==> config.mk <==
export PLATFORM = sky130hd
export DESIGN_NAME = radix_digit_string_encoder
export DESIGN_NICKNAME = d
export VERILOG_FILES = /design/src/rtl/rdse_pkg.sv /design/src/rtl/rdse_fifo.sv /design/src/rtl/rdse_front.sv /design/src/rtl/rdse_back.sv /design/src/rtl/radix_digit_string_encoder.sv
export SDC_FILE = /design/constraint.sdc
export NUM_CORES = 1
export LEC_CHECK = 0
export ABC_AREA = 1
export BUFFER_PORTS_ARGS = -buffer_cell sky130_fd_sc_hd__buf_2
export CORE_UTILIZATION = 35
export DETAILED_ROUTE_END_ITERATION = 10
export GPL_TIMING_DRIVEN = 0
export PLACE_DENSITY = 0.55
export SYNTH_ARGS = -nofsm -noshare
export SYNTH_HDL_FRONTEND = slang
export SYNTH_SLANG_ARGS = --single-unit
==> constraint.sdc <==
create_clock -name clk -period 20 [get_ports clk]
set_input_delay 4 -clock clk [delete_from_list [all_inputs] [get_ports clk]]
set_output_delay 4 -clock clk [all_outputs]
set_load 0.005 [all_outputs]
==> src/rtl/rdse_pkg.sv <==
// ----------------------------------------------------------------------------
// rdse_pkg
// Shared constants, types and the digit-to-character table of the radix
// digit string encoder.
// ----------------------------------------------------------------------------
package rdse_pkg;

	localparam int VALUE_BITS_DEF = 32;
	localparam int RADIX_W        = 6;
	localparam int PAD_W          = 5;
	localparam int CHAR_W         = 7;
	localparam int DIGIT_W        = 6;
	localparam int STORE_DEPTH    = 32;
	localparam int STORE_AW       = 5;
	localparam int CNT_W          = 6;
	localparam int CHUNK          = 8;
	localparam int JOB_DEPTH      = 2;
	localparam int OUT_DEPTH      = 4;
	localparam int OUT_CNT_W      = 3;
	localparam int APB_AW         = 3;
	localparam int APB_DW         = 32;

	localparam logic [RADIX_W-1:0] RADIX_MIN   = 6'd2;
	localparam logic [RADIX_W-1:0] RADIX_MAX   = 6'd36;
	localparam logic [RADIX_W-1:0] RADIX_RESET = 6'd10;
	localparam logic [PAD_W-1:0]   PAD_RESET   = 5'd0;

	localparam logic [CHAR_W-1:0] CHAR_ZERO  = 7'h30;
	localparam logic [CHAR_W-1:0] CHAR_A     = 7'h41;
	localparam logic [CHAR_W-1:0] CHAR_MINUS = 7'h2D;
	localparam logic [CHAR_W-1:0] CHAR_NONE  = 7'h00;

	// Register indexes on the configuration port.
	localparam logic REG_RADIX = 1'b0;
	localparam logic REG_PAD   = 1'b1;

	typedef enum logic [2:0] {
		B_IDLE,
		B_DIV,
		B_SIGN,
		B_ZERO,
		B_DIGIT,
		B_BAD
	} back_state_t;

	typedef enum logic [1:0] {
		KIND_SIGN,
		KIND_ZERO,
		KIND_DIGIT,
		KIND_BAD
	} char_kind_t;

	typedef struct packed {
		logic [CHAR_W-1:0] ascii;
		logic              last;
		logic              bad;
	} out_char_t;

	function automatic logic [CHAR_W-1:0] digit_char(input logic [DIGIT_W-1:0] d);
		logic [CHAR_W-1:0] c;
		if (d < 6'd10) begin
			c = CHAR_ZERO + {1'b0, d};
		end else if (d < 6'd36) begin
			c = CHAR_A + {1'b0, d} - 7'd10;
		end else begin
			c = CHAR_ZERO;
		end
		return c;
	endfunction

endpackage

==> src/rtl/rdse_fifo.sv <==
// ----------------------------------------------------------------------------
// rdse_fifo
// Small first-in first-out queue of fixed-width entries.
// ----------------------------------------------------------------------------
module rdse_fifo #(
	parameter int WIDTH = 8,
	parameter int DEPTH = 2
) (
	input  logic                     clk,
	input  logic                     arst_n,
	input  logic                     push,
	input  logic [WIDTH-1:0]         wdata,
	input  logic                     pop,
	output logic [WIDTH-1:0]         rdata,
	output logic                     full,
	output logic                     empty,
	output logic [$clog2(DEPTH):0]   count
);
	localparam int AW = (DEPTH > 1) ? $clog2(DEPTH) : 1;

	logic [WIDTH-1:0]        entry_q [DEPTH];
	logic [AW-1:0]           wr_ptr_q;
	logic [AW-1:0]           rd_ptr_q;
	logic [$clog2(DEPTH):0]  count_q;
	logic                    do_push;
	logic                    do_pop;

	assign full    = (count_q == ($clog2(DEPTH)+1)'(DEPTH));
	assign empty   = (count_q == '0);
	assign count   = count_q;
	assign do_push = push && !full;
	assign do_pop  = pop && !empty;
	assign rdata   = entry_q[rd_ptr_q];

	always_ff @(posedge clk) begin
		if (do_push) begin
			entry_q[wr_ptr_q] <= wdata;
		end
	end

	always_ff @(posedge clk or negedge arst_n) begin
		if (!arst_n) begin
			wr_ptr_q <= '0;
			rd_ptr_q <= '0;
			count_q  <= '0;
		end else begin
			if (do_push) begin
				wr_ptr_q <= (wr_ptr_q == AW'(DEPTH-1)) ? '0 : wr_ptr_q + 1'b1;
			end
			if (do_pop) begin
				rd_ptr_q <= (rd_ptr_q == AW'(DEPTH-1)) ? '0 : rd_ptr_q + 1'b1;
			end
			count_q <= count_q + {{$clog2(DEPTH){1'b0}}, do_push}
				- {{$clog2(DEPTH){1'b0}}, do_pop};
		end
	end

endmodule

==> src/rtl/rdse_front.sv <==
// ----------------------------------------------------------------------------
// rdse_front
// Classifies an incoming item: radix check, sign and magnitude, and packs
// the job for the conversion engine.
// ----------------------------------------------------------------------------
module rdse_front #(
	parameter int VALUE_BITS = 32
) (
	input  logic [31:0]                   number,
	input  logic [rdse_pkg::RADIX_W-1:0]  radix,
	input  logic [rdse_pkg::PAD_W-1:0]    pad_zeros,
	output logic [VALUE_BITS+12:0]        job
);
	import rdse_pkg::*;

	logic [VALUE_BITS-1:0] raw;
	logic [VALUE_BITS-1:0] mag;
	logic                  neg;
	logic                  bad;

	assign raw = number[VALUE_BITS-1:0];
	assign neg = raw[VALUE_BITS-1];
	// The most negative value negates to itself, which read unsigned is
	// exactly its magnitude.
	assign mag = neg ? (~raw + 1'b1) : raw;
	assign bad = (radix < RADIX_MIN) || (radix > RADIX_MAX);
	assign job = {bad, neg, radix, pad_zeros, mag};

endmodule

==> src/rtl/rdse_back.sv <==
// ----------------------------------------------------------------------------
// rdse_back
// Conversion engine: repeated division by the radix into the digit store,
// then character emission, sign and padding first, digits from the top.
// ----------------------------------------------------------------------------
module rdse_back #(
	parameter int VALUE_BITS = 32
) (
	input  logic                            clk,
	input  logic                            arst_n,
	input  logic                            job_valid,
	input  logic [VALUE_BITS+12:0]          job,
	output logic                            job_pop,
	input  logic [rdse_pkg::OUT_CNT_W-1:0]  out_count,
	output logic                            out_push,
	output rdse_pkg::out_char_t             out_data
);
	import rdse_pkg::*;

	localparam int DIV_W     = ((VALUE_BITS + CHUNK - 1) / CHUNK) * CHUNK;
	localparam int DIV_STEPS = DIV_W / CHUNK;
	localparam int STEP_W    = (DIV_STEPS > 1) ? $clog2(DIV_STEPS) : 1;

	back_state_t          state_q, state_d;
	logic [DIV_W-1:0]     work_q, work_d;
	logic [DIGIT_W-1:0]   rem_q, rem_d;
	logic [STEP_W-1:0]    step_q, step_d;
	logic [CNT_W-1:0]     cnt_q, cnt_d;
	logic [RADIX_W-1:0]   radix_q, radix_d;
	logic                 neg_q, neg_d;
	logic [PAD_W-1:0]     zeros_q, zeros_d;
	logic [STORE_AW-1:0]  idx_q, idx_d;

	logic [DIGIT_W-1:0]   store [STORE_DEPTH];
	logic                 st_we;
	logic                 rd_en;

	logic                 issue;
	char_kind_t           issue_kind;
	logic                 issue_last;
	logic                 can_issue;

	logic                 valid_s1;
	char_kind_t           kind_s1;
	logic                 last_s1;
	logic [DIGIT_W-1:0]   digit_s1;

	logic [DIGIT_W-1:0]   chunk_rem;
	logic [CHUNK-1:0]     chunk_q;
	logic [DIGIT_W:0]     trial;
	logic [DIV_W-1:0]     work_next;

	// Eight restoring division steps on the remainder per cycle.
	always_comb begin
		chunk_rem = rem_q;
		chunk_q   = '0;
		trial     = '0;
		for (int k = 0; k < CHUNK; k++) begin
			trial = {chunk_rem, work_q[DIV_W-1-k]};
			if (trial >= {1'b0, radix_q}) begin
				trial = trial - {1'b0, radix_q};
				chunk_q[CHUNK-1-k] = 1'b1;
			end
			chunk_rem = trial[DIGIT_W-1:0];
		end
		work_next = (work_q << CHUNK) | DIV_W'(chunk_q);
	end

	// Room for the character in flight and the one about to be issued.
	assign can_issue = ({1'b0, out_count} + {{OUT_CNT_W{1'b0}}, valid_s1})
		< (OUT_CNT_W+1)'(OUT_DEPTH);

	always_comb begin
		state_d    = state_q;
		work_d     = work_q;
		rem_d      = rem_q;
		step_d     = step_q;
		cnt_d      = cnt_q;
		radix_d    = radix_q;
		neg_d      = neg_q;
		zeros_d    = zeros_q;
		idx_d      = idx_q;
		job_pop    = 1'b0;
		st_we      = 1'b0;
		rd_en      = 1'b0;
		issue      = 1'b0;
		issue_kind = KIND_DIGIT;
		issue_last = 1'b0;
		unique case (state_q)
			B_IDLE: begin
				if (job_valid) begin
					job_pop = 1'b1;
					neg_d   = job[VALUE_BITS+11];
					radix_d = job[VALUE_BITS+10:VALUE_BITS+5];
					zeros_d = job[VALUE_BITS+4:VALUE_BITS];
					work_d  = DIV_W'(job[VALUE_BITS-1:0]);
					rem_d   = '0;
					step_d  = '0;
					cnt_d   = '0;
					state_d = job[VALUE_BITS+12] ? B_BAD : B_DIV;
				end
			end
			B_DIV: begin
				work_d = work_next;
				if (step_q == STEP_W'(DIV_STEPS-1)) begin
					// One digit done: store the remainder, keep the quotient.
					st_we  = 1'b1;
					cnt_d  = cnt_q + 1'b1;
					rem_d  = '0;
					step_d = '0;
					if ((work_next == '0) || (cnt_q == CNT_W'(STORE_DEPTH-1))) begin
						idx_d = cnt_q[STORE_AW-1:0];
						if (neg_q) begin
							state_d = B_SIGN;
						end else if (zeros_q != '0) begin
							state_d = B_ZERO;
						end else begin
							state_d = B_DIGIT;
						end
					end
				end else begin
					rem_d  = chunk_rem;
					step_d = step_q + 1'b1;
				end
			end
			B_SIGN: begin
				if (can_issue) begin
					issue      = 1'b1;
					issue_kind = KIND_SIGN;
					state_d    = (zeros_q != '0) ? B_ZERO : B_DIGIT;
				end
			end
			B_ZERO: begin
				if (can_issue) begin
					issue      = 1'b1;
					issue_kind = KIND_ZERO;
					zeros_d    = zeros_q - 1'b1;
					if (zeros_q == PAD_W'(1)) begin
						state_d = B_DIGIT;
					end
				end
			end
			B_DIGIT: begin
				if (can_issue) begin
					issue      = 1'b1;
					rd_en      = 1'b1;
					issue_kind = KIND_DIGIT;
					issue_last = (idx_q == '0);
					idx_d      = idx_q - 1'b1;
					if (idx_q == '0) begin
						state_d = B_IDLE;
					end
				end
			end
			B_BAD: begin
				if (can_issue) begin
					issue      = 1'b1;
					issue_kind = KIND_BAD;
					issue_last = 1'b1;
					state_d    = B_IDLE;
				end
			end
			default: begin
				state_d = B_IDLE;
			end
		endcase
	end

	always_ff @(posedge clk) begin
		if (st_we) begin
			store[cnt_q[STORE_AW-1:0]] <= chunk_rem;
		end
		if (rd_en) begin
			digit_s1 <= store[idx_q];
		end
	end

	always_ff @(posedge clk or negedge arst_n) begin
		if (!arst_n) begin
			state_q  <= B_IDLE;
			work_q   <= '0;
			rem_q    <= '0;
			step_q   <= '0;
			cnt_q    <= '0;
			radix_q  <= RADIX_RESET;
			neg_q    <= 1'b0;
			zeros_q  <= '0;
			idx_q    <= '0;
			valid_s1 <= 1'b0;
		end else begin
			state_q  <= state_d;
			work_q   <= work_d;
			rem_q    <= rem_d;
			step_q   <= step_d;
			cnt_q    <= cnt_d;
			radix_q  <= radix_d;
			neg_q    <= neg_d;
			zeros_q  <= zeros_d;
			idx_q    <= idx_d;
			valid_s1 <= issue;
		end
	end

	always_ff @(posedge clk) begin
		if (issue) begin
			kind_s1 <= issue_kind;
			last_s1 <= issue_last;
		end
	end

	// The store read data is registered together with the issued character, so both arrive in the cycle after the issue.
	always_comb begin
		out_data.last = last_s1;
		out_data.bad  = 1'b0;
		unique case (kind_s1)
			KIND_SIGN:  out_data.ascii = CHAR_MINUS;
			KIND_ZERO:  out_data.ascii = CHAR_ZERO;
			KIND_DIGIT: out_data.ascii = digit_char(digit_s1);
			KIND_BAD: begin
				out_data.ascii = CHAR_NONE;
				out_data.bad   = 1'b1;
			end
			default:    out_data.ascii = CHAR_NONE;
		endcase
	end

	assign out_push = valid_s1;

endmodule

==> src/rtl/radix_digit_string_encoder.sv <==
// ----------------------------------------------------------------------------
// radix_digit_string_encoder
// Converts signed integers into ASCII text in a configurable base.
// ----------------------------------------------------------------------------
// Usage: push one signed number per item while full is low. For each number
// the result side delivers its text one character per item, oldest first,
// while empty is low; pop takes a character. The string is an optional
// minus sign, pad_zeros extra zeros, then the digits, most significant first,
// with last_char set on the final one. A radix outside 2 to 36 gives a single
// item with bad_radix and last_char set and a zero character.
// A two-entry job queue decouples intake from conversion. Conversion runs
// one division by the radix per digit, eight restoring steps per cycle,
// then emits one character per cycle while the output queue has room.
// The division loop sets the rate. When the receiver stalls, the four-entry
// output queue fills and the engine waits; intake goes on until the job
// queue is full. Reset empties both queues, sets radix to 10 and pad_zeros
// to 0; no clearing pass is needed.
// ----------------------------------------------------------------------------
module radix_digit_string_encoder #(
	parameter int VALUE_BITS = rdse_pkg::VALUE_BITS_DEF
) (
	input  logic                           clk,
	input  logic                           arst_n,
	input  logic                           psel,
	input  logic                           penable,
	input  logic                           pwrite,
	input  logic [rdse_pkg::APB_AW-1:0]    paddr,
	input  logic [rdse_pkg::APB_DW-1:0]    pwdata,
	output logic [rdse_pkg::APB_DW-1:0]    prdata,
	output logic                           pready,
	input  logic                           push,
	output logic                           full,
	input  logic signed [31:0]             number,
	output logic                           empty,
	input  logic                           pop,
	output logic [rdse_pkg::CHAR_W-1:0]    ascii_char,
	output logic                           last_char,
	output logic                           bad_radix
);
	import rdse_pkg::*;

	localparam int JOB_W = VALUE_BITS + 13;

	logic [RADIX_W-1:0]  radix_q;
	logic [PAD_W-1:0]    pad_zeros_q;
	logic                cfg_we;

	logic [JOB_W-1:0]    job_in;
	logic [JOB_W-1:0]    job_out;
	logic                job_full;
	logic                job_empty;
	logic                job_pop;
	logic [$clog2(JOB_DEPTH):0] job_count;

	out_char_t           out_wdata;
	out_char_t           out_rdata;
	logic                out_push;
	logic                out_full;
	logic [OUT_CNT_W-1:0] out_count;

	assign pready = 1'b1;
	assign cfg_we = psel && penable && pwrite && pready;

	always_ff @(posedge clk or negedge arst_n) begin
		if (!arst_n) begin
			radix_q     <= RADIX_RESET;
			pad_zeros_q <= PAD_RESET;
		end else if (cfg_we) begin
			if (paddr[2] == REG_RADIX) begin
				radix_q <= pwdata[RADIX_W-1:0];
			end else begin
				pad_zeros_q <= pwdata[PAD_W-1:0];
			end
		end
	end

	assign prdata = (paddr[2] == REG_PAD) ? {{(APB_DW-PAD_W){1'b0}}, pad_zeros_q}
		: {{(APB_DW-RADIX_W){1'b0}}, radix_q};

	rdse_front #(
		.VALUE_BITS(VALUE_BITS)
	) u_front (
		.number   (number),
		.radix    (radix_q),
		.pad_zeros(pad_zeros_q),
		.job      (job_in)
	);

	rdse_fifo #(
		.WIDTH(JOB_W),
		.DEPTH(JOB_DEPTH)
	) u_job_fifo (
		.clk   (clk),
		.arst_n(arst_n),
		.push  (push),
		.wdata (job_in),
		.pop   (job_pop),
		.rdata (job_out),
		.full  (job_full),
		.empty (job_empty),
		.count (job_count)
	);

	rdse_back #(
		.VALUE_BITS(VALUE_BITS)
	) u_back (
		.clk      (clk),
		.arst_n   (arst_n),
		.job_valid(!job_empty),
		.job      (job_out),
		.job_pop  (job_pop),
		.out_count(out_count),
		.out_push (out_push),
		.out_data (out_wdata)
	);

	rdse_fifo #(
		.WIDTH($bits(out_char_t)),
		.DEPTH(OUT_DEPTH)
	) u_out_fifo (
		.clk   (clk),
		.arst_n(arst_n),
		.push  (out_push),
		.wdata (out_wdata),
		.pop   (pop),
		.rdata (out_rdata),
		.full  (out_full),
		.empty (empty),
		.count (out_count)
	);

	assign full       = job_full;
	assign ascii_char = out_rdata.ascii;
	assign last_char  = out_rdata.last;
	assign bad_radix  = out_rdata.bad;

	// The engine must never hand a character to a full output queue.
	a_no_out_overflow: assert property (@(posedge clk) disable iff (!arst_n)
		out_push |-> !out_full)
		else $error("output queue overflow");

	// A job is only taken when one is waiting.
	a_job_pop_valid: assert property (@(posedge clk) disable iff (!arst_n)
		job_pop |-> !job_empty)
		else $error("job taken from an empty queue");

	// An error item always stands alone.
	a_bad_is_last: assert property (@(posedge clk) disable iff (!arst_n)
		(!empty && bad_radix) |-> last_char)
		else $error("bad radix item without last_char");

	// The job queue never holds more than its depth.
	a_job_count_range: assert property (@(posedge clk) disable iff (!arst_n)
		job_count <= ($clog2(JOB_DEPTH)+1)'(JOB_DEPTH))
		else $error("job queue count out of range");

endmodule
==> flow_summary.ini, run 1 <==
[synthesis]
synth_edf_count = 327
combinational_family_with_the_most_area_after_synthesis = simple AND/OR/NAND/NOR gates
sequential_cell_area_fraction_in_the_yosys_report_pct = 58.5
yosys.area_share.adder_pct = 5.19
synth_cell_types = 63
synth-compound-area-share_pct = 12.4
async_flop_share_pct = 21.4
warning_count_from_the_yosys_run = 0
xor_and_xnor_area_share_after_synthesis_pct = 2.89
mappedNetlistArea_um2 = 20600
synth_ff_type = edfxtp_1
synth_area_leader_cell = edfxtp_1
ys_top_cells_by_area = edfxtp_1 48%, dfrtp_1 10%, nand2_1 5.1%
ys_seq_elements = 416
synth_area_per_cell_um2 = 10.5
syn-instance-count = 1957
synthMuxAreaShare_pct = 0.291
synth_simple_gate_area_share_pct = 15.4
synth_top_area_share_pct = 47.7

[sta]
fin_crit_ps = 15770
max_freq_mhz = 63.4
grt_setup_unrepaired = no
finalSetupViolations = 0
report.final.hold_viol_count = 0
finClkSkew_ps = 11.1
part_of_the_cycle_the_worst_path_needs_pct = 78.9
slew_violations = 0
worst_slew_margin_rel_pct = 5.50
tns_ps = 0
final_critical_path_setup_slack_ps = 4230
tightest_slew_ps = 1420

[critical_path]
worst_setup_end_kind = register
setup.worst_path.start_class = register
rr_worst_depth = 82
timing.rr.start = u_back.radix_q[1]
reg2reg_setup_slack_ps = 4230
critical_path.reg2reg.endpoint = u_back.store[22][3]
timing.setup.critical_path_class = register to register
critical_path_required_ps = 20180
worst_path_largest_cell_delay_ps = 1020
crit_slowest_cell = o21a_1
timing.critical_path.mode_cell = nand2_1
critical_path_arrival_ps = 15950
critical_path.max_fanout = 32

[global_routing]
antenna_found_initial = 1
grt_start_max_net_pins = 53
aggregate_global_routing_overflow = 0
first_pass_grt_wire_length_mm = 83.7
grt_pass1_vias = 14700
global_route.usage.total_pct = 18.1

[outcome]
outcome = complete, no violations

[route]
routed_via_density = 5.21
routed-via-count = 15100
final_antenna_net_count = 0
iteration_count_of_the_initial_detailed_routing_pass = 6
post-route-drc-count = 0
route.detailed.wl_per_inst_um = 18.8
initialDrtViolationCount = 1070
wirelength_mm = 54.3

[min_path]
min_delay_path_depth = 1
hp-class = register to register
whs_endpoint = u_back.cnt_q[5]
holdCritStartpoint = u_back.cnt_q[5]

[clock_network]
cts_hold_buf = 0
clock_tree_root = clkbuf_16
postCtsSetupBuffers = 0
cts.repair.resized = 0
number_of_buffers_created_by_cts = 46
cts.htree.levels = 2
cts.reportedPaths.clkPinSlew_ps = 60
worstSkewPairLatency_ps = 570
clock_path_buffers = 3
cts.sinks = 416
cts_tree = built

[place]
dp_hpwl_mm = 38.5
gp_congestion = 0.909
placement.setup.worst_slack_ps = 4210
number_of_port_buffers = 62

[cells_and_area]
areaGrowthSynthToFinish_pct = 14.4
layout_cell_share_with_drive_strength_beyond_1_pct = 11.5
net_count_final = 2249
fillers = 5719
insertedDiodeCount = 0

[floorplan]
die-area_um2 = 59900
pin_count = 118
initial_utilization_pct = 35.6
placeableCoreArea_um2 = 57900
chipHeight_um = 245
floorplan_row_count = 88
fp.dieW_um = 245

[run]
cap_viol_max_count = 0
-- Yosys cell counts (14+ instances only) --
cell and number:
nor2_1 260, edfxtp_1 327, o22ai_1 20, inv_1 156, ha_1 71, xor2_1 49
nand2_1 280, o31ai_1 14, nand2_2 18, o221a_2 18, o21ai_0 178, buf_4 27
nand4_1 20, nor3_1 21, dfrtp_1 85, o221ai_1 44, xnor2_1 19, nand3_1 79
clkbuf_1 62, a31oi_1 15, o21ai_1 18, a21oi_1 41
-- cell families (layout without fill, tap and decap cells) --
group | after synthesis | after routing
flip-flops | 416 | 416
other | 2 | 27
multiplexers | 6 | 6
adder cells (fa/ha/maj) | 80 | 80
AND/OR/NAND/NOR | 720 | 720
XOR/XNOR | 68 | 68
buffers and inverters | 263 | 412
AO/OA/AOI/OAI | 402 | 402
-- routing by layer --
metal  vias up  part of all wire, %  global-route usage, %
met4         2                  2.4                   5.28
met2       439                   46                   29.4
met1      7377                   45                   24.8
li1       7170                    -                      -
met3        86                  5.8                   3.00
met5         -                0.024                      0
-- final cells by class --
type	instances	area (µm²)	area share (%)
Buffer	96	477	2.02
Sequential cell	416	12100	51.1
Clock inverter	21	208	0.881
Inverter	167	629	2.67
Multi-Input combinational cell	1303	7560	32.1
Tap cell	765	957	4.06
Timing Repair Buffer	65	373	1.58
Clock buffer	63	1330	5.63
-- state kept, by name, summed over array words and instances (netlist names), 6 cells and up --
register / count
u_back.radix_q: 6
u_out_fifo.entry_q: 36
u_back.rem_q: 6
u_back.cnt_q: 6
u_back.store: 192
u_job_fifo.entry_q: 90
radix_q: 6
u_back.work_q: 32
u_back.digit_s1: 6
-- per-stage QoR --
stage | utilization, % | instances | area [µm²] | hold WS (ps)
2_1_floorplan | - | 1982 | 20700 | 425
3_3_place_gp | 37.9 | 2809 | 22000 | 444
3_5_place_dp | 38.1 | 2812 | 22000 | 452
4_1_cts | 40.7 | 2896 | 23600 | 460
5_1_grt | 40.7 | 2896 | 23600 | 488
6_report | 40.7 | 2896 | 23600 | 459
-- worst max path at each step --
stage | start | endpoint | cells past startpoint
6_report | u_back.radix_q[1] | u_back.store[22][3] | 82
5_1_grt | u_back.radix_q[1] | u_back.store[3][3] | 80
4_1_cts | u_back.radix_q[1] | u_back.store[21][1] | 81
3_5_place_dp | u_back.radix_q[1] | u_back.store[21][1] | 81
3_3_place_gp | u_back.radix_q[1] | u_back.store[16][4] | 81
2_1_floorplan | u_back.radix_q[1] | u_back.store[0][3] | 82
-- worst max-delay path, delay by kind of cell, from the launching register on --
| family | cells | cell delay (ps) |
|---|---|---|
| buf+inv | 11 | 1620 |
| compound gates | 33 | 6570 |
| fa+ha+maj | 8 | 2680 |
| flops | 1 | 800 |
| simple gates | 30 | 3680 |
-- layout by cell type, fill, tap and decap left out, types with 10 or more instances in the layout --
cell type  instances
edfxtp_1         327
nand2_1          280
nor2_1           258
o21ai_0          178
inv_1            156
dfrtp_1           85
nand3_1           79
ha_1              71
clkbuf_1          70
buf_2             61
xor2_1            49
clkbuf_16         48
o221ai_1          44
a21oi_1           41
buf_4             28
conb_1            27
nor3_1            21
nand4_1           20
o22ai_1           20
xnor2_1           19
nand2_2           18
o21ai_1           18
o221a_2           18
a31oi_1           15
o31ai_1           14
o21a_1            11
nor4_1            10
Power of run 1 is not shown: default switching activity piles up to over one toggle a cycle in this logic, so the estimate is an artifact.
==> run 2: changes to the inputs <==
--- a/config.mk
+++ b/config.mk
@@ -5,7 +5,7 @@
 export SDC_FILE = /design/constraint.sdc
 export NUM_CORES = 1
 export LEC_CHECK = 0
-export ABC_AREA = 1
+export ABC_AREA = 0
 export BUFFER_PORTS_ARGS = -buffer_cell sky130_fd_sc_hd__buf_2
 export CORE_UTILIZATION = 35
 export DETAILED_ROUTE_END_ITERATION = 10
==> constraint.sdc (replaced) <==
create_clock -name clk -period 15.1 [get_ports clk]
set_input_delay 3.02 -clock clk [delete_from_list [all_inputs] [get_ports clk]]
set_output_delay 3.02 -clock clk [all_outputs]
set_load 0.005 [all_outputs]
==> run 2 against run 1 <==
The run now ends with setup timing left. Clock skew rose by 19 ps. Flip-flop and latch count stayed put. Wire length down 6.4%. Synthesized area shrank 1.5%. Die area shrank 1.5%. Critical path depth down 6. Final cell count shrank 14%. Final area rose by 5.9%. Critical path type unchanged. Critical endpoint is now u_back.store[26][3].
==> flow_summary.ini, run 2 <==
[outcome]
outcome = finished, violations left
failing_checks = setup timing

[clock_network]
clock_path_buffers = 3
cts_hold_buf = 0
number_of_buffers_created_by_cts = 44
cts.htree.levels = 2
cts_tree = built
cts.sinks = 416
clock_tree_root = clkbuf_16
cts.reportedPaths.clkPinSlew_ps = 60
worstSkewPairLatency_ps = 590

[synthesis]
synth_area_leader_cell = edfxtp_1
sequential_cell_area_fraction_in_the_yosys_report_pct = 59.4
synth_top_cells_by_count = 327 x edfxtp_1, 102 x nand2_1, 94 x nor2_1, 85 x dfrtp_1, 71 x ha_1
synth_area_per_cell_um2 = 13.9
syn-instance-count = 1466
synthMostInstantiatedCell = edfxtp_1
ys_top_cells_by_area = edfxtp_1 48%, dfrtp_1 10%, mux4_2 7.7%
synth_edf_count = 327
synth_cell_types = 73
synth_top_area_share_pct = 48.4
synth_ff_type = edfxtp_1
ys_seq_elements = 416
warning_count_from_the_yosys_run = 0
async_flop_share_pct = 21.4
mappedNetlistArea_um2 = 20300

[route]
route.detailed.wl_per_inst_um = 20.3
routed_via_density = 5.22
final_antenna_net_count = 0
wirelength_mm = 50.8
routed-via-count = 13100
initialDrtViolationCount = 800
iteration_count_of_the_initial_detailed_routing_pass = 7
post-route-drc-count = 0

[floorplan]
fp.dieW_um = 243
placeableCoreArea_um2 = 56800
floorplan_row_count = 87
initial_utilization_pct = 35.7
pin_count = 118
die-area_um2 = 59000
chipHeight_um = 243

[cells_and_area]
fin_util_pct = 44.0
ff_latch_area_um2 = 12100
layout_cell_share_with_drive_strength_beyond_1_pct = 29.1
insertedDiodeCount = 0
commonest_non_fill_non_tap_cell_in_the_layout = edfxtp_1
net_count_final = 1866
areaGrowthSynthToFinish_pct = 23.0
layout_common_cells = 327 x edfxtp_1, 116 x buf_4, 97 x nand2_1
number_of_flip_flops_under_the_largest_register_name = 192
fillers = 5170
multiInputGateArea_um2 = 8640

[global_routing]
antenna_found_initial = 1
global_route.usage.total_pct = 17.1
first_pass_grt_wire_length_mm = 77.8
grt_pass1_vias = 13200
aggregate_global_routing_overflow = 0
grt_start_max_net_pins = 70

[place]
dp_hpwl_mm = 33.0
gp_congestion = 0.833
placement.setup.worst_slack_ps = -3660
number_of_port_buffers = 61

[critical_path]
worst_setup_path_startpoint = u_back.radix_q[1]
timing.rr.start = u_back.radix_q[1]
critical_path_required_ps = 15420
timing.setup.critical_path_class = register to register
worst_setup_end_kind = register
worst_path_largest_cell_delay_ps = 650
setup.worst_path.start_class = register
critical_path_arrival_ps = 15800
crit_slowest_cell = dfstp_4
timing.critical_path.mode_cell = ha_4
critical_path.max_fanout = 15

[sta]
slew_violations = 0
finalSetupViolations = 207
whs_ps = 499
worst_slew_margin_rel_pct = 31.5
tightest_slew_ps = 1030
report.final.hold_viol_count = 0
part_of_the_cycle_the_worst_path_needs_pct = 103
fin_crit_ps = 15480
grt_setup_unrepaired = yes
max_freq_mhz = 64.6
finClkSkew_ps = 30.0
final_critical_path_setup_slack_ps = -381

[min_path]
hp-class = register to register
holdCritStartpoint = pad_zeros_q[1]

[run]
cap_viol_max_count = 0
==> run 2: changes by cell type after synthesis, sizes merged, moves of 34 or more <==
cell | before | now
mux2 | 0 | 38
nand3 | 87 | 17
o21ai | 199 | 73
nand2 | 303 | 102
o221ai | 44 | 10
xor2 | 49 | 12
mux4 | 0 | 69
nor2 | 264 | 95
inv | 165 | 71
mux2i | 6 | 50
==> run 2: area by class of cell <==
class	count	share of cell area, %
multi-input cells	934	34.6
clock inverters	23	0.852
flip-flops and latches	416	48.3
repair buffers	168	5.15
clock buffers	57	4.64
inverters	71	1.14
plain buffers	77	1.56
well taps	756	3.79
==> run 2: repair_timing <==
| item | in CTS | in global routing |
|---|---|---|
| gates cloned | 6 | 3 |
| pin swaps | 73 | 66 |
| resized for setup | 90 | 32 |
| buffers inserted | 79 | 25 |
| setup endpoints to repair | 208 | 207 |
==> run 2: final timing paths <==
| check | endpoint | cells after the start | slack (ps) |
|---|---|---|---|
| setup / recovery | u_back.store[26][3] | 76 | -380 |
| hold / removal | u_job_fifo.entry_q[1][33] | 0 | 500 |
| setup reg to reg | u_back.store[26][3] | 76 | -380 |
| hold reg to reg | u_job_fifo.entry_q[1][33] | 0 | 500 |
| max in group asynchronous | u_back.radix_q[3] | 2 | 12080 |
| min in group asynchronous | u_out_fifo.count[0] | 1 | 2340 |
==> run 2: cells by family (layout without fill, tap and decap cells) <==
| logic type | count (synthesis) | in the layout | synth area share, % |
|---|---|---|---|
| compound gates | 267 | 267 | 9.37 |
| other cells | 2 | 27 | 0.0370 |
| fa+ha+maj | 80 | 80 | 5.26 |
| xor+xnor | 61 | 61 | 2.63 |
| flops | 416 | 416 | 59.4 |
| mux | 157 | 166 | 12.2 |
| simple gates | 333 | 333 | 7.84 |
| buf+inv | 150 | 396 | 3.28 |
==> run 2: routing by layer <==
metal / GRT usage (%) / wire (µm) / share of wire, % / vias up
li1: - / - / - / 6065
met1: 23.1 / 22500 / 44 / 6576
met2: 27.9 / 24400 / 48 / 324
met3: 2.68 / 2530 / 5.0 / 92
met4: 5.77 / 1460 / 2.9 / 2
met5: 0 / 19 / 0.037 / -
==> run 2: critical path: cells and delay by family, from the launching register on <==
family / cells / cell delay, ps
compound gates: 38 / 6930
fa+ha+maj: 8 / 1970
buf+inv: 9 / 1130
flops: 1 / 650
mux: 6 / 1860
simple gates: 15 / 2640
==> run 2: per-stage QoR <==
step	cells	TNS, ps	instance area, µm²
after floorplan	1491	-32890	20600
after global placement	2308	-654120	21900
after detailed placement	2311	-690800	21900
after CTS	2476	-18380	24600
after global routing	2502	-169340	25000
final	2502	-56650	25000
Power of run 2 is left out for the same reason.
